===== config.mk =====
export PLATFORM = sky130hd
export DESIGN_NAME = keyboard_scancode_fifo_translator
export DESIGN_NICKNAME = d
export VERILOG_FILES = /design/src/hdl/kst_pkg.sv /design/src/hdl/kst_ctrl.sv /design/src/hdl/kst_datapath.sv /design/src/hdl/keyboard_scancode_fifo_translator.sv
export SDC_FILE = /design/constraint.sdc
export NUM_CORES = 1
export LEC_CHECK = 0
export ABC_AREA = 1
export BUFFER_PORTS_ARGS = -buffer_cell sky130_fd_sc_hd__buf_4
export CELL_PAD_IN_SITES_DETAIL_PLACEMENT = 1
export CELL_PAD_IN_SITES_GLOBAL_PLACEMENT = 1
export CORE_AREA = 5 5 192 194
export DETAILED_ROUTE_END_ITERATION = 8
export DIE_AREA = 0 0 197 199
export PLACE_DENSITY = 0.62
export SLEW_MARGIN = 20
export SYNTH_ARGS = -nofsm -noshare
export SYNTH_HDL_FRONTEND = slang
export SYNTH_SLANG_ARGS = --single-unit

===== constraint.sdc =====
create_clock -name clk_i -period 2.2 [get_ports clk_i]
set_input_delay 0.22 -clock clk_i [delete_from_list [all_inputs] [get_ports clk_i]]
set_output_delay 0.22 -clock clk_i [all_outputs]
set_load 0.05 [all_outputs]

===== src/hdl/kst_pkg.sv =====
`timescale 1ns / 1ps
// ----------------------------------------------------------------------------
// kst_pkg
// shared types, constants and the set-1 translation tables
// ----------------------------------------------------------------------------
package kst_pkg;

  localparam int unsigned FIFO_DEPTH_DEFAULT = 32;

  localparam int unsigned IN_TDATA_W  = 8;
  localparam int unsigned OUT_TDATA_W = 16;
  localparam int unsigned LEVEL_W     = 6;

  // operation codes carried in s_axis_tuser
  localparam logic OP_SCAN = 1'b0;
  localparam logic OP_READ = 1'b1;

  // scan codes with special meaning
  localparam logic [7:0] SC_RSHIFT_MAKE  = 8'h36;
  localparam logic [7:0] SC_LSHIFT_MAKE  = 8'h2A;
  localparam logic [7:0] SC_RSHIFT_BREAK = 8'hB6;
  localparam logic [7:0] SC_LSHIFT_BREAK = 8'hAA;
  localparam logic [7:0] SC_CTRL_MAKE    = 8'h1D;
  localparam logic [7:0] SC_CTRL_BREAK   = 8'h9D;
  localparam logic [7:0] SC_ALT_MAKE     = 8'h38;
  localparam logic [7:0] SC_ALT_BREAK    = 8'hB8;
  localparam logic [7:0] SC_CAPS_MAKE    = 8'h3A;
  localparam logic [7:0] SC_NUM_MAKE     = 8'h45;
  localparam logic [7:0] SC_EXTENDED     = 8'hE0;
  localparam logic [7:0] SC_CAPS_BREAK   = 8'hBA;
  localparam logic [7:0] SC_NUM_BREAK    = 8'hC5;
  localparam logic [7:0] SC_C_MAKE       = 8'h2E;
  localparam logic [6:0] SC_KP_STAR      = 7'd72;

  localparam logic [7:0] CH_NONE    = 8'h00;
  localparam logic [7:0] CH_NP      = 8'h80;
  localparam logic [7:0] CH_STAR    = 8'h2A;
  localparam logic [7:0] CH_LOWER_A = 8'h61;
  localparam logic [7:0] CH_LOWER_Z = 8'h7A;

  typedef enum logic [0:0] {
    ST_IDLE,
    ST_READ
  } kst_state_e;

  typedef struct packed {
    logic scan;        // process a scan code transaction
    logic pop;         // pop one store entry, read data registered
    logic load_empty;  // load an empty-read result
    logic load_read;   // load the translated popped entry
  } kst_cmd_t;

  typedef struct packed {
    logic empty;
  } kst_status_t;

  function automatic logic [7:0] plain_char(input logic [6:0] code);
    logic [7:0] ch;
    case (code)
      7'd0:  ch = 8'h00;  7'd1:  ch = 8'h1B;  7'd2:  ch = 8'h31;  7'd3:  ch = 8'h32;
      7'd4:  ch = 8'h33;  7'd5:  ch = 8'h34;  7'd6:  ch = 8'h35;  7'd7:  ch = 8'h36;
      7'd8:  ch = 8'h37;  7'd9:  ch = 8'h38;  7'd10: ch = 8'h39;  7'd11: ch = 8'h30;
      7'd12: ch = 8'h2D;  7'd13: ch = 8'h3D;  7'd14: ch = 8'h08;  7'd15: ch = 8'h09;
      7'd16: ch = 8'h71;  7'd17: ch = 8'h77;  7'd18: ch = 8'h65;  7'd19: ch = 8'h72;
      7'd20: ch = 8'h74;  7'd21: ch = 8'h79;  7'd22: ch = 8'h75;  7'd23: ch = 8'h69;
      7'd24: ch = 8'h6F;  7'd25: ch = 8'h70;  7'd26: ch = 8'h5B;  7'd27: ch = 8'h5D;
      7'd28: ch = 8'h0D;
      7'd30: ch = 8'h61;  7'd31: ch = 8'h73;  7'd32: ch = 8'h64;  7'd33: ch = 8'h66;
      7'd34: ch = 8'h67;  7'd35: ch = 8'h68;  7'd36: ch = 8'h6A;  7'd37: ch = 8'h6B;
      7'd38: ch = 8'h6C;  7'd39: ch = 8'h3B;  7'd40: ch = 8'h27;  7'd41: ch = 8'h60;
      7'd43: ch = 8'h5C;  7'd44: ch = 8'h7A;  7'd45: ch = 8'h78;  7'd46: ch = 8'h63;
      7'd47: ch = 8'h76;  7'd48: ch = 8'h62;  7'd49: ch = 8'h6E;  7'd50: ch = 8'h6D;
      7'd51: ch = 8'h2C;  7'd52: ch = 8'h2E;  7'd53: ch = 8'h2F;
      7'd55: ch = 8'h2A;  7'd57: ch = 8'h20;
      7'd82: ch = 8'h30;  7'd83: ch = 8'h7F;
      default: ch = CH_NP;
    endcase
    return ch;
  endfunction

  function automatic logic [7:0] upper_char(input logic [6:0] code);
    logic [7:0] ch;
    case (code)
      7'd0:  ch = 8'h00;  7'd1:  ch = 8'h1B;  7'd2:  ch = 8'h21;  7'd3:  ch = 8'h40;
      7'd4:  ch = 8'h23;  7'd5:  ch = 8'h24;  7'd6:  ch = 8'h25;  7'd7:  ch = 8'h5E;
      7'd8:  ch = 8'h26;  7'd9:  ch = 8'h2A;  7'd10: ch = 8'h28;  7'd11: ch = 8'h29;
      7'd12: ch = 8'h5F;  7'd13: ch = 8'h2B;  7'd14: ch = 8'h08;  7'd15: ch = 8'h09;
      7'd16: ch = 8'h51;  7'd17: ch = 8'h57;  7'd18: ch = 8'h45;  7'd19: ch = 8'h52;
      7'd20: ch = 8'h54;  7'd21: ch = 8'h59;  7'd22: ch = 8'h55;  7'd23: ch = 8'h49;
      7'd24: ch = 8'h4F;  7'd25: ch = 8'h50;  7'd26: ch = 8'h7B;  7'd27: ch = 8'h7D;
      7'd28: ch = 8'h0D;
      7'd30: ch = 8'h41;  7'd31: ch = 8'h53;  7'd32: ch = 8'h44;  7'd33: ch = 8'h46;
      7'd34: ch = 8'h47;  7'd35: ch = 8'h48;  7'd36: ch = 8'h4A;  7'd37: ch = 8'h4B;
      7'd38: ch = 8'h4C;  7'd39: ch = 8'h3A;  7'd40: ch = 8'h22;  7'd41: ch = 8'h7E;
      7'd43: ch = 8'h7C;  7'd44: ch = 8'h5A;  7'd45: ch = 8'h58;  7'd46: ch = 8'h43;
      7'd47: ch = 8'h56;  7'd48: ch = 8'h42;  7'd49: ch = 8'h4E;  7'd50: ch = 8'h4D;
      7'd51: ch = 8'h3C;  7'd52: ch = 8'h3E;  7'd53: ch = 8'h3F;
      7'd55: ch = 8'h2A;  7'd57: ch = 8'h20;
      7'd71: ch = 8'h37;  7'd72: ch = 8'h38;  7'd73: ch = 8'h39;
      7'd75: ch = 8'h34;  7'd76: ch = 8'h35;  7'd77: ch = 8'h36;
      7'd79: ch = 8'h31;  7'd80: ch = 8'h32;  7'd81: ch = 8'h33;
      7'd82: ch = 8'h30;  7'd83: ch = 8'h7F;
      default: ch = CH_NP;
    endcase
    return ch;
  endfunction

  function automatic logic [7:0] translate(input logic [6:0] code, input logic shift,
                                           input logic caps);
    logic [7:0] plain;
    logic       upper;
    logic [7:0] ch;
    plain = plain_char(code);
    upper = shift;
    if (caps && (plain >= CH_LOWER_A) && (plain <= CH_LOWER_Z)) begin
      upper = !shift;
    end
    if (code == 7'd0) begin
      ch = CH_NONE;
    end else if (code == SC_KP_STAR) begin
      ch = CH_STAR;
    end else if (upper) begin
      ch = upper_char(code);
    end else begin
      ch = plain;
    end
    return ch;
  endfunction

endpackage


===== src/hdl/kst_ctrl.sv =====
`timescale 1ns / 1ps
// ----------------------------------------------------------------------------
// kst_ctrl
// sequencer: accepts one transaction at a time and owns the output valid
// ----------------------------------------------------------------------------
module kst_ctrl
  import kst_pkg::*;
(
  input  logic        clk_i,
  input  logic        rst_ni,
  input  logic        in_valid_i,
  output logic        in_ready_o,
  input  logic        in_op_i,
  output logic        out_valid_o,
  input  logic        out_ready_i,
  input  kst_status_t status_i,
  output kst_cmd_t    cmd_o
);

  kst_state_e state_q, state_d;
  logic       out_valid_q, out_valid_d;

  always_ff @(posedge clk_i or negedge rst_ni) begin
    if (!rst_ni) begin
      state_q     <= ST_IDLE;
      out_valid_q <= 1'b0;
    end else begin
      state_q     <= state_d;
      out_valid_q <= out_valid_d;
    end
  end

  always_comb begin
    state_d     = state_q;
    out_valid_d = out_valid_q && !out_ready_i;
    in_ready_o  = 1'b0;
    cmd_o       = '0;
    case (state_q)
      ST_IDLE: begin
        // output slot is free now or drains this cycle
        in_ready_o = !out_valid_q || out_ready_i;
        if (in_valid_i && in_ready_o) begin
          if (in_op_i == OP_SCAN) begin
            cmd_o.scan  = 1'b1;
            out_valid_d = 1'b1;
          end else if (status_i.empty) begin
            cmd_o.load_empty = 1'b1;
            out_valid_d      = 1'b1;
          end else begin
            cmd_o.pop = 1'b1;
            state_d   = ST_READ;
          end
        end
      end
      ST_READ: begin
        cmd_o.load_read = 1'b1;
        out_valid_d     = 1'b1;
        state_d         = ST_IDLE;
      end
      default: begin
        state_d = ST_IDLE;
      end
    endcase
  end

  assign out_valid_o = out_valid_q;

endmodule


===== src/hdl/kst_datapath.sv =====
`timescale 1ns / 1ps
// ----------------------------------------------------------------------------
// kst_datapath
// modifier state, code store with pointers, translation and result register
// ----------------------------------------------------------------------------
module kst_datapath
  import kst_pkg::*;
#(
  parameter int unsigned FIFO_DEPTH = FIFO_DEPTH_DEFAULT
) (
  input  logic                   clk_i,
  input  logic                   rst_ni,
  input  logic [7:0]             scan_code_i,
  input  kst_cmd_t               cmd_i,
  output kst_status_t            status_o,
  output logic [OUT_TDATA_W-1:0] result_o
);

  localparam int unsigned PW = (FIFO_DEPTH > 1) ? $clog2(FIFO_DEPTH) : 1;
  localparam int unsigned CW = $clog2(FIFO_DEPTH + 1);

  logic [6:0]    mem_q [FIFO_DEPTH];
  logic [6:0]    rd_data_q;

  logic [PW-1:0] wr_ptr_q, wr_ptr_d;
  logic [PW-1:0] rd_ptr_q, rd_ptr_d;
  logic [CW-1:0] count_q, count_d;
  logic          shift_q, shift_d;
  logic          ctrl_q, ctrl_d;
  logic          caps_q, caps_d;
  // alt and num lock reach no output, so they are not kept

  logic          consumed;
  logic          push;
  logic          reboot;
  logic          full;
  logic [CW+LEVEL_W-1:0] level_ext;

  logic [7:0]         char_q, char_d;
  logic               empty_q, empty_d;
  logic               reboot_q, reboot_d;
  logic [LEVEL_W-1:0] level_q, level_d;

  function automatic logic [PW-1:0] advance(input logic [PW-1:0] p);
    logic [PW-1:0] n;
    if (p == PW'(FIFO_DEPTH - 1)) begin
      n = '0;
    end else begin
      n = p + PW'(1);
    end
    return n;
  endfunction

  assign full = (count_q == CW'(FIFO_DEPTH));

  always_comb begin
    shift_d  = shift_q;
    ctrl_d   = ctrl_q;
    caps_d   = caps_q;
    wr_ptr_d = wr_ptr_q;
    rd_ptr_d = rd_ptr_q;
    count_d  = count_q;
    consumed = 1'b1;
    push     = 1'b0;
    reboot   = 1'b0;
    if (cmd_i.scan) begin
      case (scan_code_i)
        SC_RSHIFT_MAKE, SC_LSHIFT_MAKE:   shift_d = 1'b1;
        SC_RSHIFT_BREAK, SC_LSHIFT_BREAK: shift_d = 1'b0;
        SC_CTRL_MAKE:                     ctrl_d  = 1'b1;
        SC_CTRL_BREAK:                    ctrl_d  = 1'b0;
        SC_ALT_MAKE, SC_ALT_BREAK:        consumed = 1'b1;
        SC_CAPS_MAKE, SC_NUM_MAKE, SC_EXTENDED, SC_NUM_BREAK: consumed = 1'b1;
        SC_CAPS_BREAK:                    caps_d  = !caps_q;
        default:                          consumed = 1'b0;
      endcase
      if (!consumed && !scan_code_i[7]) begin
        if (ctrl_q && (scan_code_i == SC_C_MAKE)) begin
          reboot = 1'b1;
        end else if (!full) begin
          push     = 1'b1;
          wr_ptr_d = advance(wr_ptr_q);
          count_d  = count_q + CW'(1);
        end else begin
          // overflow drops everything held
          wr_ptr_d = '0;
          rd_ptr_d = '0;
          count_d  = '0;
        end
      end
    end else if (cmd_i.pop) begin
      rd_ptr_d = advance(rd_ptr_q);
      count_d  = count_q - CW'(1);
    end
  end

  assign level_ext = {{LEVEL_W{1'b0}}, count_d};

  always_comb begin
    char_d   = char_q;
    empty_d  = empty_q;
    reboot_d = reboot_q;
    level_d  = level_q;
    if (cmd_i.scan || cmd_i.load_empty) begin
      char_d   = CH_NONE;
      empty_d  = cmd_i.load_empty;
      reboot_d = reboot;
      level_d  = level_ext[LEVEL_W-1:0];
    end else if (cmd_i.load_read) begin
      char_d   = translate(rd_data_q, shift_q, caps_q);
      empty_d  = 1'b0;
      reboot_d = 1'b0;
      level_d  = level_ext[LEVEL_W-1:0];
    end
  end

  always_ff @(posedge clk_i or negedge rst_ni) begin
    if (!rst_ni) begin
      wr_ptr_q <= '0;
      rd_ptr_q <= '0;
      count_q  <= '0;
      shift_q  <= 1'b0;
      ctrl_q   <= 1'b0;
      caps_q   <= 1'b0;
    end else begin
      wr_ptr_q <= wr_ptr_d;
      rd_ptr_q <= rd_ptr_d;
      count_q  <= count_d;
      shift_q  <= shift_d;
      ctrl_q   <= ctrl_d;
      caps_q   <= caps_d;
    end
  end

  always_ff @(posedge clk_i) begin
    if (push) begin
      mem_q[wr_ptr_q] <= scan_code_i[6:0];
    end
    if (cmd_i.pop) begin
      rd_data_q <= mem_q[rd_ptr_q];
    end
  end

  always_ff @(posedge clk_i) begin
    char_q   <= char_d;
    empty_q  <= empty_d;
    reboot_q <= reboot_d;
    level_q  <= level_d;
  end

  assign status_o.empty = (count_q == '0);
  assign result_o       = {level_q, reboot_q, empty_q, char_q};

endmodule


===== src/hdl/keyboard_scancode_fifo_translator.sv =====
`timescale 1ns / 1ps
// ----------------------------------------------------------------------------
// keyboard_scancode_fifo_translator
// set-1 scan code queue with modifier tracking and ascii translation on read
// ----------------------------------------------------------------------------
//
//  channel  dir  tdata                                  tuser
//  -------  ---  -------------------------------------  --------------------
//  s_axis   in   [7:0] scan_code                         [0] operation
//  m_axis   out  [7:0] char_out [8] was_empty            none
//                [9] reboot_request [15:10] fifo_level
//
// one transaction is in work at a time; a scan code or an empty read shows
// its result in the cycle after acceptance, a read that pops passes through
// ST_READ first, because the code store read data is registered before translation
// the next transaction is taken while a result waits, as soon as the output
// register drains
// reset clears pointers, count and modifiers; the store itself is not cleared
//
module keyboard_scancode_fifo_translator
  import kst_pkg::*;
#(
  parameter int unsigned FIFO_DEPTH = FIFO_DEPTH_DEFAULT
) (
  input  logic                   clk_i,
  input  logic                   rst_ni,
  // input stream
  input  logic                   s_axis_tvalid,
  output logic                   s_axis_tready,
  input  logic [IN_TDATA_W-1:0]  s_axis_tdata,   // [7:0] scan_code
  input  logic                   s_axis_tuser,   // [0] operation
  // result stream
  output logic                   m_axis_tvalid,
  input  logic                   m_axis_tready,
  output logic [OUT_TDATA_W-1:0] m_axis_tdata    // [7:0] char_out, [8] was_empty,
                                                 // [9] reboot_request,
                                                 // [15:10] fifo_level
);

  kst_cmd_t    cmd;
  kst_status_t status;

  // sequencer: handshakes and command issue
  kst_ctrl u_ctrl (
    .clk_i       (clk_i),
    .rst_ni      (rst_ni),
    .in_valid_i  (s_axis_tvalid),
    .in_ready_o  (s_axis_tready),
    .in_op_i     (s_axis_tuser),
    .out_valid_o (m_axis_tvalid),
    .out_ready_i (m_axis_tready),
    .status_i    (status),
    .cmd_o       (cmd)
  );

  // datapath: store, modifiers, translation, result register
  kst_datapath #(
    .FIFO_DEPTH (FIFO_DEPTH)
  ) u_datapath (
    .clk_i       (clk_i),
    .rst_ni      (rst_ni),
    .scan_code_i (s_axis_tdata),
    .cmd_i       (cmd),
    .status_o    (status),
    .result_o    (m_axis_tdata)
  );

endmodule


Word level (Yosys, flattened, before mapping) --
Memory sizes are Yosys's and may differ from the RTL's. A register that Yosys moved wholly into a read port is not among the register bits. Index checks and enable logic that the tools add are counted.
Storage, ports and cells: memories 3, bits in registers 37, RAM bits 224, output and inout port bits 18, bits in read-only memories 2048, word-level logic and storage cells 126, bits of input ports 13
Operators by class: $add $sub $neg 4, reductions and logical operators 28, equal/unequal tests 21, muxes and demuxes 54, magnitude comparators 2, bitwise operators 2
Memories:
- (no name shown) | words 128, width 8, read ports 1, clocked after memory_dff 0, write ports 0, RTL line kst_pkg.sv:59 | case (code)
- (no name shown) | words 128, width 8, read ports 1, clocked after memory_dff 0, write ports 0, RTL line kst_pkg.sv:83 | case (code)
- u_datapath.mem_q | words 32, width 7, read ports 1, clocked after memory_dff 1, write ports 1, RTL line kst_datapath.sv:22 | logic [6:0] mem_q [FIFO_DEPTH];
Operators with widths (number):
- $eq 8x8->1 const B | 7
- $mux 6 | 7
- $eq 8x6->1 const B | 5
- $mux 5 | 8
- $mux 8 | 5
- $mux 1 | 27
- $reduce_or 13->1 | 1
- $add 5x1->5 const B | 2
- $eq 5x5->1 const B | 2
- $eq 8x5->1 const B | 1
- $eq 8x7->1 const B | 1
- $ge 8x7->1 const B | 1
- $le 8x7->1 const B | 1
- $pmux 1 s2 | 4
- $reduce_bool 2->1 | 4
- $eq 7x7->1 const B | 1
- $logic_not 7->1 | 1
- $add 6x1->6 const B | 1
- $eq 6x6->1 const B | 1
- $logic_and 1x1->1 | 6
- $logic_not 1->1 | 6
- $logic_not 6->1 | 1
- $mux 3 | 2
- $ne 2x2->1 const B | 3
- 8 further kinds | 13

Longest topological paths before layout --
depth after elaboration 16, depth in mapped cells 19, depth with buffers taken out 19

Cells and area by module --
A second synthesis with hierarchy kept.
Unflattened totals: cell total of the unflattened synthesis 1215, area total of the unflattened synthesis 12577.1 um2
Modules (own cells, without submodules):
- kst_datapath | area each 12431.9 um2, times used 1, seq. area each 7812.5 um2, cells each 1195
- kst_ctrl | area each 145.1 um2, times used 1, seq. area each 50.0 um2, cells each 20

Least setup slack after synthesis --
Ideal clock, no wire load.
path kind register to register, from reg u_ctrl.out_valid_q (netlist: u_ctrl.out_valid_o), to mem u_datapath.mem_q[0][0], enable pin, arrival time 2144 ps, path slack -304 ps, cell stages (with the launch flop) 12, data required time 1840 ps, clock period less this slack 2504 ps, setup time 360 ps, path buffers 0, path through dfrtp_1 nand2_1 nand2_1 nor2_1 inv_1 nor2_1 nand2_1 nor2_2 inv_1 nor2_2 nand2_1 nor2_1
On the way: cells in the longest elaborated chain, start to end 8
RTL lines:
- start: declaration | RTL line kst_ctrl.sv:21 | logic out_valid_q, out_valid_d;
- start signal: assignment | RTL line kst_ctrl.sv:29 | out_valid_q <= out_valid_d;
- $logic_not 1->1 | RTL line kst_ctrl.sv:41 | in_ready_o = !out_valid_q || out_ready_i;
- $logic_or 1x1->1 | RTL line kst_ctrl.sv:41
- $logic_and 1x1->1 | RTL line kst_ctrl.sv:42 | if (in_valid_i && in_ready_o) begin
- $mux 3 | RTL line kst_ctrl.sv:42
- $mux 3 | RTL line kst_ctrl.sv:38 | case (state_q)
- $mux 1 | RTL line kst_datapath.sv:66 | if (cmd_i.scan) begin
- $mux 1 | RTL line kst_datapath.sv:136 | if (push) begin
- $mux 1 (implied by the code) | RTL line kst_datapath.sv:137 | mem_q[wr_ptr_q] <= scan_code_i[6:0];
- end: declaration | RTL line kst_datapath.sv:22
Every way passes these cells.

Worst setup path in the final report --
from reg u_datapath.rd_data_q[1], read port of u_datapath.mem_q, to reg u_datapath.char_q[0]
On the way: cells in the longest elaborated chain, start to end 12, elaborated cells between the ends (all ways) 16, classes of those cells 2 x order compare; 1 x eq/ne; 8 x mux; 3 x reduce/logical; 2 x memory
RTL lines:
- start: declaration | RTL line kst_datapath.sv:23 | logic [6:0] rd_data_q;
- $mem_v2 128x8
- $mux 8 | RTL line kst_datapath.sv:109 | end else if (cmd_i.load_read) begin
- $mux 8 | RTL line kst_datapath.sv:104 | if (cmd_i.scan || cmd_i.load_empty) begin
- $ge 8x7->1 | RTL line kst_pkg.sv:115 | if (caps && (plain >= CH_LOWER_A) && (plain <= CH_LOWER_Z)) begin
- $logic_and 1x1->1 (2 in series) | RTL line kst_pkg.sv:115
- $mux 1 | RTL line kst_pkg.sv:115
- $mux 1 | RTL line kst_datapath.sv:109
- $mux 1 | RTL line kst_datapath.sv:104
- $mux 8 | RTL line kst_pkg.sv:122 | end else if (upper) begin
- $mux 8 | RTL line kst_pkg.sv:120 | end else if (code == SC_KP_STAR) begin
- $mux 8 (*) | RTL line kst_pkg.sv:118 | if (code == 7'd0) begin
- end signal: assignment | RTL line kst_datapath.sv:145 | char_q <= char_d;
- end: declaration | RTL line kst_datapath.sv:39 | logic [7:0] char_q, char_d;
Every way passes the cells marked *; elsewhere a longest branch is shown, timed or not. The select of a mux whose other input is x is not followed. A chain may end at the register's enable or synchronous reset.

==> results_dict.tcl <==
set metrics [dict create \
    criticalPathCategory "reg -> reg" \
    flow.area_growth_from_synthesis_pct 31.0 \
    worstRegToRegCells 18 \
    synth.yosys.warnings 0 \
    rsz0062_at_grt "yes" \
    path_clk_slew_ps 60 \
    die-width_um 197 \
    hold_path.class "in -> reg" \
    drt-pass1-iter-count 5 \
    wl_per_cell_um 20.8 \
    vias 10259 \
    syn_area_per_cell_um2 10.1 \
    vdd.ir_drop.worst_uv 774 \
    synth_largest_area_cell "edfxtp_1" \
    crit_fanout 6 \
    place.port_buffers 30 \
    power.density_cell_area_mw_per_mm2 1220 \
    dieArea_mm2 0.0392 \
    yosys_most_used_dff "edfxtp_1" \
    preCtsSetupSlack_ps -287 \
    post_layout_nonfiller_instances 1937 \
    rows 69 \
    hold_ws_ps 82.5 \
    startpoint "u_datapath.rd_data_q[1]$_DFFE_PP_" \
    critPathRequiredTime_ps 2640 \
    crit_end "u_datapath.char_q[0]$_SDFFE_PP0P_" \
    clock_latency_ps 580 \
    critPathCaptureType "flip-flop" \
    final_critical_path_setup_slack_ps -179 \
    worst_ep_arrival_time_ps 2820 \
    worst_clock_skew_ps 32.2 \
    tritoncts "done" \
    core-area_mm2 0.0351 \
    max_cap_viol_count 0 \
    final-max-slew-violation-count 0 \
    synth.cell_area_mm2 0.0127 \
    synth-seq-cells 268 \
    crit_chain "buf_6, clkinv_8, ha_4, inv_4, nand2_4, nand2_2, a21oi_4, nor2_2, nor2_2, nand2_2, nand3_2, nand3_4, nand3_4, nand2_4, nand2_4, nand2_1, nand3_1, nand2_1" \
    worst-r2r-setup-slack_ps -180 \
    post-route-drc-count 0 \
    r2r-start "u_datapath.rd_data_q[1]$_DFFE_PP_" \
    seqPwrFrac_pct 30.3 \
    cpMaxStageDelayCell "edfxtp_1" \
    sequential_element_share_of_the_synthesized_area_pct 61.7 \
    antenna_found_initial 1 \
    critPathMostFrequentCell "nand2_4" \
    finish.instance_area_mm2 0.0167 \
    combPwrFrac_pct 43.6 \
    synthTopCellsByArea "edfxtp_1, nor2_1, o21ai_0, nand2_1, dfrtp_1" \
    hp-start "m_axis_tready" \
    postRouteWirelength_mm 40.2 \
    clockPowerShare_pct 26.1 \
    place_congestion 0.849 \
    netlist.area_leader.share_pct 56.3 \
    grt_start_max_net_pins 66 \
    clock_tree.htree_level_count 1 \
    synth_instances 1266 \
    clock_sink_count 268 \
    num_io_pins 31 \
    synth_edf_count 239 \
    max-clock-path-buffers 3 \
    power.internal_mw 12.5 \
    drt.antenna.violating_nets 0 \
    sw_power_mw 7.94 \
    max-slew-margin-rel_pct 58.0 \
    layout_min_cycle_time_ps 2380 \
    worst_pin_slew_ps 626 \
    fmax_mhz 420 \
    root_buffer "clkbuf_16" \
    violations "negative setup slack" \
    grt_pass1_vias 10809 \
    synth.distinct_cells 48 \
    place.detailed.hpwl_mm 27.3 \
    fraction_of_final_layout_cells_sized_beyond_drive_strength_1_pct 28.3 \
    postSynthNetCount 1301 \
    r2r-end "u_datapath.char_q[0]$_SDFFE_PP0P_" \
    critPathLaunchType "flip-flop" \
    run_status "complete, but fails checks" \
    detailed_router_s_first_iteration_violation_count 620 \
    cts_made_buffers 30 \
    grt_pass1_wl_mm 61.5 \
    timing_hold_violations_final 0 \
    place_inst 1843 \
    placedInstanceArea_mm2 0.0149 \
    viasPerCell 5.30 \
    sw_frac_of_total_pct 38.9 \
    totalNegativeSetupSlack_ps -1340 \
    layout_worst_path_cycle_share_pct 108 \
    layout.nets 1487 \
    overflow 0 \
    leakage_nw 6.20 \
    chipHeight_um 199 \
    grt_usage_pct 20.1 \
    setup_viol 8 \
    synth-async-reset-ratio_pct 7.84 \
    initial_core_util_pct 36.4 \
    worst_path_largest_cell_delay_ps 340 \
]
[logic make-up (layout without fill, tap and decap cells)]
| family | Yosys count | after routing | share of synthesized area [%] |
|---|---|---|---|
| and+or+nand+nor | 531 | 532 | 18.0 |
| AOI/OAI and AO/OA | 307 | 307 | 13.4 |
| DFF | 268 | 268 | 61.7 |
| buffers and inverters | 135 | 343 | 4.59 |
| adders and majority gates | 22 | 22 | 2.16 |
| xor gates and xnor gates | 3 | 3 | 0.206 |
| other | 0 | 1 | 0 |
[stage by stage]
stage | total power [mW] | utilization [%]
after floorplan | 11.0 | -
after global placement | 14.4 | 42.5
after detailed placement | 14.5 | 42.5
after CTS | 20.3 | 46.9
after global routing | 21.6 | 47.7
final | 20.4 | 47.7
[critical path: cells and delay by family, from the launching register on]
| kind | cells | cell delay, ps |
|---|---|---|
| buf+inv | 3 | 320 |
| simple gates | 13 | 1150 |
| flops | 1 | 340 |
| fa+ha+maj | 1 | 300 |
| compound gates | 1 | 150 |
[per-layer routing]
metal  wire, um  vias up  track usage, %  share of wire (%)
li1           -     4853               -                  -
met2      20100      167            35.2                 50
met5          0        -               0                  0
met3       1130       74            1.90                2.8
met1      17600     5165            26.1                 44
met4       1370        0            7.09                3.4
[cells in the final DEF, fill, tap and decap left out, types with 6 or more instances in the layout]
master       n
o22ai_1     68
buf_4      186
nor2_1     186
ha_4         7
clkbuf_1     6
clkinv_2     6
nand2_2     31
buf_12      16
edfxtp_1   239
nor3_1      12
nand2_1    152
nand3_1     57
nor2_2      10
a21oi_1     33
clkbuf_16   30
ha_1        14
bufinv_16    6
dfrtp_1     19
dfxtp_1      8
inv_2        6
nor2_4      44
o21ai_1      6
clkinv_1     6
o21ai_0    168
buf_6       12
nand2_4      7
inv_1       53
nand3_2     16
[synthesized netlist by cell type, types with 2 or more instances]
master	instances
xor2_1	2
nand2_1	180
nor2_2	6
a21oi_1	33
nor4_1	3
buf_6	6
o31ai_1	3
dfxtp_1	8
buf_1	2
nand3_1	67
nand2_4	5
ha_1	22
nand3_2	9
nor2_1	231
inv_1	60
o211ai_1	5
clkbuf_1	48
inv_2	5
dfrtp_1	21
nand2_2	8
a21oi_2	2
a221oi_1	3
a31oi_1	5
buf_2	4
clkinv_2	2
o21ai_0	170
edfxtp_1	239
a21boi_0	2
o22ai_1	71
nor3_1	14
nor2_4	3
buf_4	5
o21ai_1	7
[repair_timing]
action	CTS	global route
hold endpoints to repair	23	0
resized for setup	68	40
setup endpoints to repair	21	239
pin swaps	30	36
cloned	1	0
hold buffers	4	0
buffers inserted	21	12
[how the worst min path moves through the flow]
stage / end / slack [ps] / cells after the start
2_1_floorplan: u_ctrl.out_valid_o$_DFF_PN0_ / -80 / 0
3_3_place_gp: u_datapath.count_q[3]$_DFF_PN0_ / 150 / 1
3_5_place_dp: u_datapath.count_q[4]$_DFF_PN0_ / 160 / 1
4_1_cts: u_datapath.empty_q$_SDFFCE_PN0P_ / 40 / 3
5_1_grt: u_datapath.mem_q[5][6]$_DFFE_PP_ / 80 / 2
6_report: u_ctrl.out_valid_o$_DFF_PN0_ / 80 / 6
[flip-flops by register name (all words and copies together), names as in the netlist, 5 cells and up]
| signal | cells |
|---|---|
| u_datapath.mem_q | 224 |
| u_datapath.char_q | 8 |
| u_datapath.rd_data_q | 7 |
| u_datapath.count_q | 6 |
| u_datapath.level_q | 6 |
| u_datapath.rd_ptr_q | 5 |
| u_datapath.wr_ptr_q | 5 |
[power groups by stage]
stage	combinational, mW	clock [mW]	sequential, mW
2_1_floorplan	4.51	0	6.50
3_3_place_gp	8.13	0	6.28
3_5_place_dp	8.23	0	6.29
4_1_cts	8.73	5.42	6.19
5_1_grt	9.69	5.65	6.23
6_report	8.91	5.33	6.19
[cell type report]
class | instances | area [um^2]
Fill cell | 3888 | 18300
Sequential cell | 268 | 7870
Multi-Input combinational cell | 864 | 4990
Timing Repair Buffer | 218 | 1890
Clock buffer | 38 | 801
Tap cell | 461 | 577
Inverter | 70 | 314
Clock inverter | 17 | 259
Antenna cell | 1 | 2.50
Power figures use the tool's default switching activity.
